### config.mk
export PLATFORM = sky130hd
export DESIGN_NAME = query_token_scanner
export DESIGN_NICKNAME = d
export VERILOG_FILES = /design/src/rtl/core/qts_pkg.sv /design/src/rtl/core/qts_front.sv /design/src/rtl/core/qts_queue.sv /design/src/rtl/core/qts_back.sv /design/src/rtl/core/query_token_scanner.sv
export SDC_FILE = /design/constraint.sdc
export NUM_CORES = 1
export LEC_CHECK = 0
export ABC_AREA = 0
export BUFFER_PORTS_ARGS = -buffer_cell sky130_fd_sc_hd__buf_2
export CORE_ASPECT_RATIO = 0.8
export CORE_MARGIN = 2
export CORE_UTILIZATION = 58
export CTS_CLUSTER_DIAMETER = 30
export DETAILED_ROUTE_END_ITERATION = 10
export GPL_TIMING_DRIVEN = 0
export HOLD_SLACK_MARGIN = 0.12
export PLACE_DENSITY = 0.72
export SYNTH_ARGS = -nofsm -noshare
export SYNTH_HDL_FRONTEND = slang
export SYNTH_HIERARCHICAL = 1
export SYNTH_SLANG_ARGS = --single-unit
### constraint.sdc
create_clock -name clk -period 6.4 [get_ports clk]
set_clock_uncertainty 0.05 [all_clocks]
set_input_delay 0.32 -clock clk [delete_from_list [all_inputs] [get_ports clk]]
set_output_delay 0.32 -clock clk [all_outputs]
set_load 0.1 [all_outputs]
### src/rtl/core/qts_pkg.sv
`timescale 1ns / 1ps
// ----------------------------------------------------------------------------
// qts_pkg: shared types and constants of the query token scanner
// Token kinds, error codes, the queue entry layout and the keyword prefix
// table with its lookup function.
// ----------------------------------------------------------------------------
package qts_pkg;

	localparam int PREFIX_DEPTH = 6;
	localparam int PREFIX_W     = 8 * PREFIX_DEPTH;
	localparam int QUEUE_DEPTH  = 4;
	localparam int LENGTH_BITS_DEFAULT = 12;

	localparam logic [4:0] KIND_HOOK   = 5'd0;
	localparam logic [4:0] KIND_KEY    = 5'd1;
	localparam logic [4:0] KIND_TABLE  = 5'd2;
	localparam logic [4:0] KIND_KVALOT = 5'd3;
	localparam logic [4:0] KIND_LIST   = 5'd4;
	localparam logic [4:0] KIND_BITMAP = 5'd5;
	localparam logic [4:0] KIND_STREAM = 5'd6;
	localparam logic [4:0] KIND_SET    = 5'd7;
	localparam logic [4:0] KIND_INSERT = 5'd8;
	localparam logic [4:0] KIND_ADD    = 5'd9;
	localparam logic [4:0] KIND_FIELD  = 5'd10;
	localparam logic [4:0] KIND_LINE   = 5'd11;
	localparam logic [4:0] KIND_RANK   = 5'd12;
	localparam logic [4:0] KIND_NAME   = 5'd13;
	localparam logic [4:0] KIND_AT     = 5'd14;
	localparam logic [4:0] KIND_ALTER  = 5'd15;
	localparam logic [4:0] KIND_NUMBER = 5'd16;
	localparam logic [4:0] KIND_STRING = 5'd17;
	localparam logic [4:0] KIND_CHAR   = 5'd18;
	localparam logic [4:0] KIND_END    = 5'd19;
	localparam logic [4:0] KIND_ERROR  = 5'd20;

	localparam logic [2:0] ERR_NONE       = 3'd0;
	localparam logic [2:0] ERR_CHAR       = 3'd1;
	localparam logic [2:0] ERR_STRING_EOF = 3'd2;
	localparam logic [2:0] ERR_WORD_EOF   = 3'd3;
	localparam logic [2:0] ERR_NUMBER     = 3'd4;

	typedef struct packed {
		logic [4:0]  kind;
		logic [11:0] length;
		logic        sat;
		logic [7:0]  chr;
		logic [2:0]  err;
	} result_t;

	// one accepted byte worth of results: one, or two when pair is set
	typedef struct packed {
		logic    pair;
		result_t first;
		result_t second;
	} entry_t;

	typedef struct packed {
		logic empty;
		logic full;
	} queue_status_t;

	typedef struct packed {
		logic [PREFIX_W-1:0] text;   // left aligned, first byte on top
		logic [2:0]          len;
		logic [4:0]          kind;
	} kw_entry_t;

	typedef struct packed {
		logic       hit;
		logic [4:0] kind;
	} kw_hit_t;

	localparam int KW_COUNT = 31;

	// listed in priority order, earliest entry wins
	localparam kw_entry_t KW_TABLE [KW_COUNT] = '{
		'{{"SET", 24'd0},    3'd3, KIND_SET},
		'{{"set", 24'd0},    3'd3, KIND_SET},
		'{"INSERT",          3'd6, KIND_INSERT},
		'{"insert",          3'd6, KIND_INSERT},
		'{{"ADD", 24'd0},    3'd3, KIND_ADD},
		'{{"add", 24'd0},    3'd3, KIND_ADD},
		'{{"AT", 32'd0},     3'd2, KIND_AT},
		'{{"at", 32'd0},     3'd2, KIND_AT},
		'{{"ALTER", 8'd0},   3'd5, KIND_ALTER},
		'{{"alter", 8'd0},   3'd5, KIND_ALTER},
		'{{"TABLE", 8'd0},   3'd5, KIND_TABLE},
		'{{"table", 8'd0},   3'd5, KIND_TABLE},
		'{"KEYLOT",          3'd6, KIND_KVALOT},
		'{"kvalot",          3'd6, KIND_KVALOT},
		'{"keylot",          3'd6, KIND_KVALOT},
		'{{"LIST", 16'd0},   3'd4, KIND_LIST},
		'{{"list", 16'd0},   3'd4, KIND_LIST},
		'{"BITMAP",          3'd6, KIND_BITMAP},
		'{"bitmap",          3'd6, KIND_BITMAP},
		'{"STREAM",          3'd6, KIND_STREAM},
		'{"stream",          3'd6, KIND_STREAM},
		'{{"FIELD", 8'd0},   3'd5, KIND_FIELD},
		'{{"field", 8'd0},   3'd5, KIND_FIELD},
		'{{"LINE", 16'd0},   3'd4, KIND_LINE},
		'{{"line", 16'd0},   3'd4, KIND_LINE},
		'{{"RANK", 16'd0},   3'd4, KIND_RANK},
		'{{"rank", 16'd0},   3'd4, KIND_RANK},
		'{{"HOOK", 16'd0},   3'd4, KIND_HOOK},
		'{{"hook", 16'd0},   3'd4, KIND_HOOK},
		'{{"KEY", 24'd0},    3'd3, KIND_KEY},
		'{{"key", 24'd0},    3'd3, KIND_KEY}
	};

	// have: word length clipped to 7
	function automatic kw_hit_t kw_lookup(input logic [PREFIX_W-1:0] pfx,
	                                      input logic [2:0] have);
		kw_hit_t             res;
		logic [PREFIX_W-1:0] mask;
		res = '0;
		for (int k = KW_COUNT - 1; k >= 0; k--) begin
			mask = ~({PREFIX_W{1'b1}} >> (8 * int'(KW_TABLE[k].len)));
			if ((have >= KW_TABLE[k].len) &&
			    (((pfx ^ KW_TABLE[k].text) & mask) == '0)) begin
				res.hit  = 1'b1;
				res.kind = KW_TABLE[k].kind;
			end
		end
		return res;
	endfunction

endpackage

### src/rtl/core/qts_front.sv
`timescale 1ns / 1ps
// ----------------------------------------------------------------------------
// qts_front: byte scanner
// Advances the token state by one byte per transfer and packs the results
// that the byte causes into one queue entry.
// ----------------------------------------------------------------------------
module qts_front import qts_pkg::*; #(
	parameter int LENGTH_BITS = LENGTH_BITS_DEFAULT
) (
	input  logic       clk,
	input  logic       arst_n,
	input  logic       in_fire,
	input  logic [7:0] text_byte,
	input  logic       last_byte,
	output logic       push,
	output entry_t     push_data
);

	localparam logic [2:0] MODE_SEEK     = 3'd0;
	localparam logic [2:0] MODE_WORD     = 3'd1;
	localparam logic [2:0] MODE_STRING   = 3'd2;
	localparam logic [2:0] MODE_CH_OPEN  = 3'd3;
	localparam logic [2:0] MODE_CH_ESC   = 3'd4;
	localparam logic [2:0] MODE_CH_CLOSE = 3'd5;
	localparam logic [2:0] MODE_DRAIN    = 3'd6;

	localparam logic [7:0] CH_SPACE = 8'h20;
	localparam logic [7:0] CH_SEMI  = 8'h3B;
	localparam logic [7:0] CH_DQUOTE = 8'h22;
	localparam logic [7:0] CH_SQUOTE = 8'h27;
	localparam logic [7:0] CH_BSLASH = 8'h5C;

	function automatic logic is_digit(input logic [7:0] c);
		return (c >= "0") && (c <= "9");
	endfunction

	function automatic logic starts_word(input logic [7:0] c);
		return ((c >= "a") && (c <= "z")) || ((c >= "A") && (c <= "Z")) ||
		       is_digit(c) || c[7] || (c == "_") || (c == 8'h0A);
	endfunction

	function automatic result_t mk(input logic [4:0] k, input logic [11:0] l,
	                               input logic s, input logic [7:0] c,
	                               input logic [2:0] e);
		result_t r;
		r.kind   = k;
		r.length = l;
		r.sat    = s;
		r.chr    = c;
		r.err    = e;
		return r;
	endfunction

	logic [2:0]             mode_q, mode_n;
	logic [LENGTH_BITS-1:0] run_q, run_n;
	logic                   over_q, over_n;
	logic [PREFIX_W-1:0]    pfx_q, pfx_n;
	logic [7:0]             prev_q, prev_n;
	logic                   numok_q, numok_n;
	logic [7:0]             lit_q, lit_n;

	// word byte update, from a fresh run or the current one
	logic                   fresh;
	logic [LENGTH_BITS-1:0] base_run, wb_run;
	logic                   base_over, wb_over;
	logic [PREFIX_W-1:0]    base_pfx, wb_pfx;
	logic                   base_ok, wb_ok;

	logic [LENGTH_BITS+11:0] run_wide;
	logic [11:0]             len12;
	logic [2:0]              have;
	kw_hit_t                 kw;
	logic [4:0]              word_kind;
	logic                    word_bad;

	logic [1:0] n_res;
	result_t    res0, res1;
	logic [7:0] esc_val;
	logic       esc_ok;

	assign fresh = (mode_q != MODE_WORD) && (mode_q != MODE_STRING);

	always_comb begin
		base_run  = fresh ? '0 : run_q;
		base_over = fresh ? 1'b0 : over_q;
		base_pfx  = fresh ? '0 : pfx_q;
		base_ok   = fresh ? 1'b1 : numok_q;
		wb_pfx    = base_pfx;
		if (base_run < LENGTH_BITS'(PREFIX_DEPTH)) begin
			wb_pfx[8 * (PREFIX_DEPTH - 1 - int'(base_run[2:0])) +: 8] = text_byte;
		end
		wb_ok = base_ok && (is_digit(text_byte) || (text_byte == "."));
		if (&base_run) begin
			wb_run  = base_run;
			wb_over = 1'b1;
		end else begin
			wb_run  = base_run + LENGTH_BITS'(1);
			wb_over = base_over;
		end
	end

	assign run_wide = {12'd0, run_q};
	assign len12    = run_wide[11:0];
	assign have     = (run_q > LENGTH_BITS'(7)) ? 3'd7 : run_q[2:0];
	assign kw       = kw_lookup(pfx_q, have);

	always_comb begin
		word_bad = 1'b0;
		if (kw.hit) begin
			word_kind = kw.kind;
		end else if (is_digit(pfx_q[PREFIX_W-1 -: 8])) begin
			word_kind = numok_q ? KIND_NUMBER : KIND_ERROR;
			word_bad  = !numok_q;
		end else begin
			word_kind = KIND_NAME;
		end
	end

	always_comb begin
		esc_ok = 1'b1;
		unique case (text_byte)
			"n":       esc_val = 8'd10;
			"t":       esc_val = 8'd9;
			"r":       esc_val = 8'd13;
			"0":       esc_val = 8'd0;
			CH_BSLASH: esc_val = 8'd92;
			default: begin
				esc_val = lit_q;
				esc_ok  = 1'b0;
			end
		endcase
	end

	always_comb begin
		mode_n  = mode_q;
		run_n   = run_q;
		over_n  = over_q;
		pfx_n   = pfx_q;
		prev_n  = prev_q;
		numok_n = numok_q;
		lit_n   = lit_q;
		n_res   = 2'd0;
		res0    = '0;
		res1    = '0;
		unique case (mode_q)
			MODE_DRAIN: begin
			end
			MODE_WORD: begin
				if ((text_byte == CH_SPACE) || (text_byte == CH_SEMI)) begin
					if (word_bad) begin
						res0   = mk(KIND_ERROR, 12'd0, 1'b0, 8'd0, ERR_NUMBER);
						n_res  = 2'd1;
						mode_n = MODE_DRAIN;
					end else begin
						res0   = mk(word_kind, len12, over_q, 8'd0, ERR_NONE);
						n_res  = 2'd1;
						mode_n = MODE_SEEK;
						if (text_byte == CH_SEMI) begin
							res1  = mk(KIND_END, 12'd0, 1'b0, 8'd0, ERR_NONE);
							n_res = 2'd2;
						end
					end
				end else begin
					run_n   = wb_run;
					over_n  = wb_over;
					pfx_n   = wb_pfx;
					numok_n = wb_ok;
					if (last_byte) begin
						res0   = mk(KIND_ERROR, 12'd0, 1'b0, 8'd0, ERR_WORD_EOF);
						n_res  = 2'd1;
						mode_n = MODE_DRAIN;
					end
				end
			end
			MODE_STRING: begin
				if ((text_byte == CH_DQUOTE) && (prev_q != CH_BSLASH)) begin
					res0   = mk(KIND_STRING, len12, over_q, 8'd0, ERR_NONE);
					n_res  = 2'd1;
					mode_n = MODE_SEEK;
				end else begin
					run_n  = wb_run;
					over_n = wb_over;
					prev_n = text_byte;
					if (last_byte) begin
						res0   = mk(KIND_ERROR, 12'd0, 1'b0, 8'd0, ERR_STRING_EOF);
						n_res  = 2'd1;
						mode_n = MODE_DRAIN;
					end
				end
			end
			MODE_CH_OPEN: begin
				if (text_byte == CH_BSLASH) begin
					mode_n = MODE_CH_ESC;
				end else begin
					lit_n  = text_byte;
					mode_n = MODE_CH_CLOSE;
				end
				if (last_byte) begin
					res0   = mk(KIND_ERROR, 12'd0, 1'b0, 8'd0, ERR_CHAR);
					n_res  = 2'd1;
					mode_n = MODE_DRAIN;
				end
			end
			MODE_CH_ESC: begin
				lit_n = esc_val;
				if (!esc_ok || last_byte) begin
					res0   = mk(KIND_ERROR, 12'd0, 1'b0, 8'd0, ERR_CHAR);
					n_res  = 2'd1;
					mode_n = MODE_DRAIN;
				end else begin
					mode_n = MODE_CH_CLOSE;
				end
			end
			MODE_CH_CLOSE: begin
				if (text_byte == CH_SQUOTE) begin
					res0   = mk(KIND_CHAR, 12'd1, 1'b0, lit_q, ERR_NONE);
					n_res  = 2'd1;
					mode_n = MODE_SEEK;
				end else begin
					res0   = mk(KIND_ERROR, 12'd0, 1'b0, 8'd0, ERR_CHAR);
					n_res  = 2'd1;
					mode_n = MODE_DRAIN;
				end
			end
			default: begin
				// seeking a token start; the spare code lands here too
				mode_n = MODE_SEEK;
				if (text_byte == CH_DQUOTE) begin
					run_n   = '0;
					over_n  = 1'b0;
					pfx_n   = '0;
					numok_n = 1'b1;
					prev_n  = CH_DQUOTE;
					mode_n  = MODE_STRING;
					if (last_byte) begin
						res0   = mk(KIND_ERROR, 12'd0, 1'b0, 8'd0, ERR_STRING_EOF);
						n_res  = 2'd1;
						mode_n = MODE_DRAIN;
					end
				end else if (text_byte == CH_SQUOTE) begin
					mode_n = MODE_CH_OPEN;
					if (last_byte) begin
						res0   = mk(KIND_ERROR, 12'd0, 1'b0, 8'd0, ERR_CHAR);
						n_res  = 2'd1;
						mode_n = MODE_DRAIN;
					end
				end else if (text_byte == CH_SEMI) begin
					res0  = mk(KIND_END, 12'd0, 1'b0, 8'd0, ERR_NONE);
					n_res = 2'd1;
				end else if (starts_word(text_byte)) begin
					run_n   = wb_run;
					over_n  = wb_over;
					pfx_n   = wb_pfx;
					numok_n = wb_ok;
					mode_n  = MODE_WORD;
					if (last_byte) begin
						res0   = mk(KIND_ERROR, 12'd0, 1'b0, 8'd0, ERR_WORD_EOF);
						n_res  = 2'd1;
						mode_n = MODE_DRAIN;
					end
				end
			end
		endcase
		if (last_byte) begin
			mode_n = MODE_SEEK;
		end
	end

	always_ff @(posedge clk or negedge arst_n) begin
		if (!arst_n) begin
			mode_q  <= MODE_SEEK;
			run_q   <= '0;
			over_q  <= 1'b0;
			pfx_q   <= '0;
			prev_q  <= 8'd0;
			numok_q <= 1'b1;
			lit_q   <= 8'd0;
		end else if (in_fire) begin
			mode_q  <= mode_n;
			run_q   <= run_n;
			over_q  <= over_n;
			pfx_q   <= pfx_n;
			prev_q  <= prev_n;
			numok_q <= numok_n;
			lit_q   <= lit_n;
		end
	end

	assign push             = in_fire && (n_res != 2'd0);
	assign push_data.pair   = (n_res == 2'd2);
	assign push_data.first  = res0;
	assign push_data.second = res1;

endmodule

### src/rtl/core/qts_queue.sv
`timescale 1ns / 1ps
// ----------------------------------------------------------------------------
// qts_queue: entry queue between scanner and emitter
// Small first-in first-out store of result entries with fill status.
// ----------------------------------------------------------------------------
module qts_queue import qts_pkg::*; (
	input  logic          clk,
	input  logic          arst_n,
	input  logic          push,
	input  entry_t        push_data,
	input  logic          pop,
	output entry_t        head,
	output queue_status_t status
);

	localparam int PTR_W = $clog2(QUEUE_DEPTH);
	localparam int CNT_W = $clog2(QUEUE_DEPTH + 1);

	entry_t           slots_q [QUEUE_DEPTH];
	logic [PTR_W-1:0] wr_q, rd_q;
	logic [CNT_W-1:0] count_q;

	always_ff @(posedge clk) begin
		if (push) begin
			slots_q[wr_q] <= push_data;
		end
	end

	always_ff @(posedge clk or negedge arst_n) begin
		if (!arst_n) begin
			wr_q    <= '0;
			rd_q    <= '0;
			count_q <= '0;
		end else begin
			if (push) begin
				wr_q <= (wr_q == PTR_W'(QUEUE_DEPTH - 1)) ? '0 : wr_q + PTR_W'(1);
			end
			if (pop) begin
				rd_q <= (rd_q == PTR_W'(QUEUE_DEPTH - 1)) ? '0 : rd_q + PTR_W'(1);
			end
			if (push && !pop) begin
				count_q <= count_q + CNT_W'(1);
			end else if (pop && !push) begin
				count_q <= count_q - CNT_W'(1);
			end
		end
	end

	assign head         = slots_q[rd_q];
	assign status.empty = (count_q == '0);
	assign status.full  = (count_q == CNT_W'(QUEUE_DEPTH));

endmodule

### src/rtl/core/qts_back.sv
`timescale 1ns / 1ps
// ----------------------------------------------------------------------------
// qts_back: result emitter
// Unpacks queue entries into single results held in the output register.
// ----------------------------------------------------------------------------
module qts_back import qts_pkg::*; (
	input  logic          clk,
	input  logic          arst_n,
	input  entry_t        head,
	input  queue_status_t status,
	output logic          pop,
	output logic          out_valid,
	input  logic          out_stall,
	output logic [4:0]    token_kind,
	output logic [11:0]   token_length,
	output logic          length_saturated,
	output logic [7:0]    char_value,
	output logic [2:0]    error_code,
	output logic          final_result
);

	logic    sub_q;
	logic    valid_q;
	result_t res_q;
	logic    final_q;

	logic    load, take, is_last;
	result_t sel;

	assign load    = !valid_q || !out_stall;
	assign take    = load && !status.empty;
	assign sel     = sub_q ? head.second : head.first;
	assign is_last = !head.pair || sub_q;
	assign pop     = take && is_last;

	always_ff @(posedge clk or negedge arst_n) begin
		if (!arst_n) begin
			valid_q <= 1'b0;
			sub_q   <= 1'b0;
		end else begin
			if (load) begin
				valid_q <= !status.empty;
			end
			if (take) begin
				sub_q <= !is_last;
			end
		end
	end

	always_ff @(posedge clk) begin
		if (take) begin
			res_q   <= sel;
			final_q <= is_last;
		end
	end

	assign out_valid        = valid_q;
	assign token_kind       = res_q.kind;
	assign token_length     = res_q.length;
	assign length_saturated = res_q.sat;
	assign char_value       = res_q.chr;
	assign error_code       = res_q.err;
	assign final_result     = final_q;

endmodule

### src/rtl/core/query_token_scanner.sv
`timescale 1ns / 1ps
// ----------------------------------------------------------------------------
// query_token_scanner: byte-serial query tokenizer
// Splits query text into words, keywords, numbers, strings, char literals
// and statement ends, one text byte per transfer.
// ----------------------------------------------------------------------------
// Usage:
//   Input channel (in_valid / in_stall) carries one text byte per transfer,
//   with last_byte marking the final byte of a query. A transfer happens at
//   a rising edge with in_valid high and in_stall low.
//   Output channel (out_valid / out_stall) carries one token per transfer.
//   A byte causes zero, one or two tokens; final_result marks the last one.
// Throughput: one byte per cycle while the queue has room. The scanner state
//   updates once per byte, so bytes may follow back to back. The output
//   register emits one token per cycle while out_stall is low, so a byte
//   that ends a word with ';' yields two output tokens.
// Path: a byte's transfer writes its entry into the queue, and the emitter
//   then loads each token from the queue head into the output register.
// Stall: the scanner and the emitter are parted by a four-entry queue.
//   in_stall rises only while that queue is full; a stalled output holds
//   its token stable.
// Reset: arst_n clears the scanner to seeking a token start and empties the
//   queue and output register. No clearing pass is needed.
// ----------------------------------------------------------------------------
module query_token_scanner import qts_pkg::*; #(
	parameter int LENGTH_BITS = LENGTH_BITS_DEFAULT
) (
	input  logic        clk,
	input  logic        arst_n,
	input  logic        in_valid,
	output logic        in_stall,
	input  logic [7:0]  text_byte,
	input  logic        last_byte,
	output logic        out_valid,
	input  logic        out_stall,
	output logic [4:0]  token_kind,
	output logic [11:0] token_length,
	output logic        length_saturated,
	output logic [7:0]  char_value,
	output logic [2:0]  error_code,
	output logic        final_result
);

	logic          in_fire;
	logic          push, pop;
	entry_t        push_data, head;
	queue_status_t status;

	// hold the input off only while the queue has no room
	assign in_stall = status.full;
	assign in_fire  = in_valid && !in_stall;

	qts_front #(
		.LENGTH_BITS(LENGTH_BITS)
	) u_front (
		.clk       (clk),
		.arst_n    (arst_n),
		.in_fire   (in_fire),
		.text_byte (text_byte),
		.last_byte (last_byte),
		.push      (push),
		.push_data (push_data)
	);

	// decouple byte scanning from token delivery
	qts_queue u_queue (
		.clk       (clk),
		.arst_n    (arst_n),
		.push      (push),
		.push_data (push_data),
		.pop       (pop),
		.head      (head),
		.status    (status)
	);

	// advance through the entry one token per output transfer
	qts_back u_back (
		.clk              (clk),
		.arst_n           (arst_n),
		.head             (head),
		.status           (status),
		.pop              (pop),
		.out_valid        (out_valid),
		.out_stall        (out_stall),
		.token_kind       (token_kind),
		.token_length     (token_length),
		.length_saturated (length_saturated),
		.char_value       (char_value),
		.error_code       (error_code),
		.final_result     (final_result)
	);

endmodule

# After elaboration in Yosys (flattened, before gate mapping)
# Memory sizes are Yosys's and may differ from the RTL's.
# Cells that the tools add are included.
# totals
register_bits	120
latchBits	0
mem_bits_rw	236
mem_bits_ro	0
in_bits	13
output_inout_bits	32
word_cells	350
mem_count	1
# mem_list
name	depth	width	rd	rd_clocked_by_memory_dff	wr	line	rtl
u_queue.slots_q	4	59	1	0	1	qts_queue.sv:19	entry_t slots_q [QUEUE_DEPTH];
# op_classes
n_addsub	7
mul	0
n_div	0
n_lt_le_gt_ge	15
eq_ne	36
shifts	2
n_mux	125
n_bitwise	34
n_reduce_logical	112
# ops
cell	count
48-bit zero test	31
29-bit 2-to-1 mux	16
48-bit 2-to-1 mux	7
6-bit 2-to-1 mux	31
29-bit one-hot mux with 6 select lines	1
12-bit 2-to-1 mux	8
48-bit one-hot mux with 2 select lines	1
13-bit NOT	5
19-bit NOT	3
17-bit NOT	3
48-bit bitwise mux	1
8-bit by 6-bit == test with 1-bit output, second input constant	6
8-bit by 33-bit variable shift with 48-bit output, first input constant	1
8-bit by 33-bit indexed part select with 48-bit output	1
1-bit logical AND	44
22-bit NOT	2
14-bit NOT	3
8-bit by 7-bit == test with 1-bit output, second input constant	5
20-bit NOT	2
8-bit one-hot mux with 5 select lines	1
3-bit 2-to-1 mux	12
12-bit one-hot mux with 3 select lines	1
32-bit negator with 33-bit output	1
16-bit NOT	2
other kinds (60)	143

# Longest topological paths before layout
# logic_depth
ltp_word	45
depth_mapped	16

# By module
# The synthesis kept the hierarchy.
# by_module_without_submodules
module	instances	cells_each	area_each_um2	seq_area_each_um2
qts_queue	1	346	8996.1	7262.0
qts_front	1	784	6459.9	2028.2
qts_back	1	71	1350.0	950.9
query_token_scanner	1	1	13.8	0.0

# Worst setup path before layout
# No wires, ideal clock.
# synth_timing
path_kind	register to register
startpoint	register u_queue.count_q[0]
endpoint	memory u_queue/slots_q[1][0] (netlist name), enable pin
setup_time_ns	0.524
arrival_ns	4.412
path_slack_ns	1.414
stages_incl_launch_ff	8
n_path_buf	2
synth_period_minus_slack_ns	4.986
path_cell_list	dfrtp_1 -> nor3b_1 -> nor2b_4 -> clkbuf_1 -> clkbuf_1 -> o2111ai_1 -> o31ai_1 -> and2_1
# synth_via
elab_chain_len	6
# synth_lines
item	line	rtl
start: declaration	qts_queue.sv:21	logic [CNT_W-1:0] count_q;
start signal: assignment	qts_queue.sv:42	count_q <= count_q + CNT_W'(1);
start signal: assignment	qts_queue.sv:44	count_q <= count_q - CNT_W'(1);
3-bit == test	qts_queue.sv:51	assign status.full = (count_q == CNT_W'(QUEUE_DEPTH));
net in_stall	query_token_scanner.sv:31	output logic in_stall,
1-bit zero test	query_token_scanner.sv:51	assign in_fire = in_valid && !in_stall;
1-bit logical AND	query_token_scanner.sv:51	
net in_fire	query_token_scanner.sv:44	logic in_fire;
1-bit logical AND	qts_front.sv:289	assign push = in_fire && (n_res != 2'd0);
net push	query_token_scanner.sv:45	logic push, pop;
1-bit 2-to-1 mux	qts_queue.sv:24	if (push) begin
1-bit 2-to-1 mux (not written as such)	qts_queue.sv:25	slots_q[wr_q] <= push_data;
end: declaration	qts_queue.sv:19	
# The timed path passes the listed nets, and every way through them passes these cells.

# Worst setup path in the final report
# layout_timing
startpoint	input port text_byte[7]
endpoint	register u_queue.count_q[2]
# layout_via
elab_chain_len	17
# layout_lines
item	line	rtl
start: declaration	query_token_scanner.sv:32	input logic [7:0] text_byte,
8-bit by 7-bit greater-or-equal comparator with 1-bit output / 8-bit by 7-bit <= comparator with 1-bit output (equally long branches)	qts_front.sv:38	return ((c >= "a") && (c <= "z")) || ((c >= "A") && (c <= "Z")) ||
1-bit logical AND	qts_front.sv:38	
1-bit logical OR (2 in a row)	qts_front.sv:38	
1-bit logical OR (3 in a row)	qts_front.sv:39	is_digit(c) || c[7] || (c == "_") || (c == 8'h0A);
1-bit 2-to-1 mux	qts_front.sv:250	end else if (starts_word(text_byte)) begin
2-bit 2-to-1 mux	qts_front.sv:247	end else if (text_byte == CH_SEMI) begin
2-bit 2-to-1 mux	qts_front.sv:240	end else if (text_byte == CH_SQUOTE) begin
2-bit 2-to-1 mux	qts_front.sv:228	if (text_byte == CH_DQUOTE) begin
2-bit one-hot mux with 6 select lines *	qts_front.sv:145	unique case (mode_q)
2-bit nonzero test *	qts_front.sv:289	
1-bit logical AND *	qts_front.sv:289	
net push	query_token_scanner.sv:45	
1-bit zero test	qts_queue.sv:43	end else if (pop && !push) begin
1-bit logical AND	qts_queue.sv:43	
2-bit nonzero test (no source line)	-	
# Mark *: on every way through the listed nets, which the timed path passes. The rest lies on a longest branch.
# A chain may end at the register's enable or synchronous reset.

==> summary.md <==
| Metric | Value |
|---|---|
| Core Area | `28,400 um^2` |
| I/O Buffers | `43` |
| First-pass GRT wire length | `62,400 um` |
| Drt initial violations | `1,171` |
| Overall Global Routing Usage | `27.0%` |
| Synth warn | `6` |
| Max Clk Rate | `207 MHz` |
| FP Rows | `55` |
| CP Capture Type | `flop` |
| Fillers | `between 1,500 and 2,000` |
| Run status | `complete, but fails checks` |
| DIE AREA | `30,400 um^2` |
| RePlAce Congestion | `1.01` |
| Largest area contributor in the netlist | `edfxtp_1` |
| Synth top cells by count | `edfxtp_1, dfrtp_1, nand2_1` |
| Skew-Pair Late Insertion Delay | `about 0.6 ns` |
| Required time of the critical path | `6.84 ns` |
| Hpwl dp | `~27,000 um` |
| Slew Limit Fails | `0` |
| Cells after synthesis | `1,202` |
| CP Launch Point | `text_byte[7]` |
| RSZ-0062 raised after global routing | `no` |
| Most common cell in the synthesized netlist | `edfxtp_1` |
| Num ports | `45` |
| Reg2Reg Depth | `15` |
| Number of global-route vias before repair | `10,900` |
| Final worst-path cycle share | `approximately 76%` |
| Worst-Margin Slew | `1.27 ns` |
| Setup CP Type | `in2reg` |
| Initial antenna violation count | `1` |
| Routed length per placed instance | `22.8 um` |
| Synth Flop Type | `edfxtp_1` |
| Final nets | `~1,400` |
| Power density over cell area | `491 nW/um^2` |
| Vias/cell | `6.31` |
| Cell Area, Synth | `16,800 um^2` |
| Total clock sinks | `356` |
| Final Critical Period | `4.84 ns` |
| Total wire length | `roughly 40,000 um` |
| Worst Setup EP | `u_queue/count_q[2]` |
| Die Height | `~160 um` |
| Hold Vio Cnt, Final | `0` |
| Static Leak | `0.00721 uW` |
| H-Tree Depth | `2` |
| Gr ovfl total | `0` |
| Layout cells sized above 1 | `23.6%` |
| First-pass DRT Iterations | `10` |
| Pwr Total | `9670 uW` |
| Die X | `between 150 and 200 um` |
| Area delta synth->final | `17.1%` |
| Total CTS buffers | `55` |
| R2R Path End | `u_front/pfx_q[46]` |
| Worst-path clk slew | `0.06 ns` |
| Ranking of synthesized cells by area | `edfxtp_1, dfrtp_1, mux4_2` |
| Via Count | `11,100` |
| Worst-case clock buffer depth | `3` |
| R2R Setup Slk | `1.84 ns` |
| Utilization after layout | `69.3%` |
| Yosys top cell area share | `47.5%` |
| Largest net degree at the start of global routing | `60` |
| Routed Antenna Nets | `0` |
| Crit path launch type | `primary input` |
| Post-synthesis register bit count | `between 300 and 400` |
| Failing checks | `design-rule violations` |
| Relative slew margins | `15.2%` |
| Worst reg2reg path startpoint | `u_front/mode_q[1]` |
| Post-synthesis cell type count | `93` |
| Final setup violation count | `0` |
| Hold Path Class | `in2async` |
| Arrival time worst endpoint | `5.28 ns` |
| Fraction of registers with async set/reset | `25.3%` |
| Setup TNS | `0 ns` |
| CTS tree | `built` |
| DRC viols | `2` |
| Synthesized area per cell | `14.0 um^2` |
| VDD IR-drop max | `between 0.3 and 0.4 mV` |
| Clk root buf | `clkbuf_16` |
| Post-synthesis sequential area ratio | `60.9%` |
| Maxcap violations | `0` |
| Crit Path Max Fanout | `9` |
| Post-synth EDFFs | `266` |
| Initial cell density of the core | `59.2%` |
[logic make-up (layout without fill, tap and decap cells)]
| kind of cell | count (synthesis) | count (layout) | share of synthesized area (%) |
|---|---|---|---|
| simple gates | 398 | 398 | 13.8 |
| other cells | 1 | 27 | 0.0223 |
| fa+ha+maj | 15 | 15 | 1.21 |
| flops | 356 | 356 | 60.9 |
| mux | 105 | 105 | 10.9 |
| buf+inv | 112 | 268 | 4.02 |
| compound gates | 206 | 206 | 8.64 |
| xor+xnor | 9 | 9 | 0.469 |
[report_power, final]
part | switching (uW) | internal, uW
combinational | 2220 | 1140
clock | 1130 | 1840
sequential | 241 | 3110
total | 3580 | 6090
[routing by layer]
metal / GRT usage, % / part of all wire (%) / wire length, um
met1: 39.4 / 45 / 17900
met2: 42.1 / 46 / 18300
met3: 5.52 / 7.8 / 3120
met4: 6.81 / 1.7 / 665
met5: 0 / 0 / 0
[registers in the layout, indices dropped and copies added, names as in the netlist, 5 cells and up]
register	count
u_back/char_value	8
u_back/token_kind	5
u_back/token_length	12
u_front/len12	12
u_front/lit_q	8
u_front/pfx_q	48
u_front/prev_q	8
u_queue/slots_q	236
[worst min-delay path by stage]
stage | from | endpoint | slack (ns)
3_5_place_dp | arst_n | u_front/pfx_q[42] | 0.32
6_report | arst_n | u_front/prev_q[1] | 0.27
5_1_grt | text_byte[5] | u_front/lit_q[5] | 0.28
4_1_cts | text_byte[5] | u_front/lit_q[5] | 0.23
2_1_floorplan | arst_n | u_back/out_valid | -0.03
3_3_place_gp | u_front/prev_q[6] | u_front/prev_q[6] | 0.41
[worst max-delay path, stage by stage]
cell and delay (ns):
dlygate4sd3_1 0.53, buf_2 0.19, or3b_1 0.38, clkbuf_1 0.22
a2111oi_2 0.91, inv_1 0.14, o2111ai_1 0.21, o31ai_1 0.11
o31ai_1 0.97, ha_1 0.34, inv_1 0.07, fa_1 0.43
xor2_1 0.15, nor2_1 0.12, xor2_1 0.20
[final cells by class]
| type | count | area [um^2] | area share (%) |
|---|---|---|---|
| Sequential cell | 356 | 10200 | 52.0 |
| Multi-Input combinational cell | 759 | 6020 | 30.6 |
| Clock buffer | 67 | 1500 | 7.62 |
| Buffer | 89 | 589 | 2.99 |
| Tap cell | 370 | 463 | 2.35 |
| Clock inverter | 37 | 405 | 2.06 |
| Timing Repair Buffer | 52 | 388 | 1.97 |
| Inverter | 23 | 86.3 | 0.438 |
| Antenna cell | 1 | 2.50 | 0.0127 |
[cell usage in the layout, fill, tap and decap left out, types with 8 or more instances in the layout]
cell type  Yosys  routed
edfxtp_1     266     266
dfrtp_1       89      89
nand2_1       83      83
o21ai_0       63      63
nand3_1       60      60
mux4_2        58      58
clkbuf_16      0      55
buf_2         12      54
clkbuf_1      35      39
mux2_2        39      39
nor2_1        39      39
buf_4         28      29
nand4_1       29      29
a21oi_1       30      29
nor3_1        26      26
conb_1         1      26
and2_1        29      25
inv_1         23      23
o2bb2ai_1     16      16
nor4bb_1      15      15
nor2b_1       13      13
ha_1          13      13
nor4_1        11      11
and3_1        11      11
nor3b_1       10      10
o22ai_1       10      10
clkinv_4       0       9
inv_6          0       9
nand4b_1       9       9
clkbuf_8       0       8
nand2b_1       8       8
a22o_1         8       8
[per-stage QoR]
stage	instances	hold slack, ns	setup slack, ns	instance area [um^2]
finish	1754	0.267	1.56	19700
global route	1754	0.283	1.25	19700
CTS	1753	0.234	1.63	19700
detailed placement	1645	0.321	1.60	17700
global placement	1640	0.408	0.0377	17600
floorplan	1227	-0.0256	1.41	16900
[repair_timing]
action	in CTS	in global routing
buffers inserted	0	0
resized for setup	0	0
endpoints found under the setup margin	0	0
hold endpoints to repair	47	0
hold buffers	4	0
(Power assumes the default switching activity.)
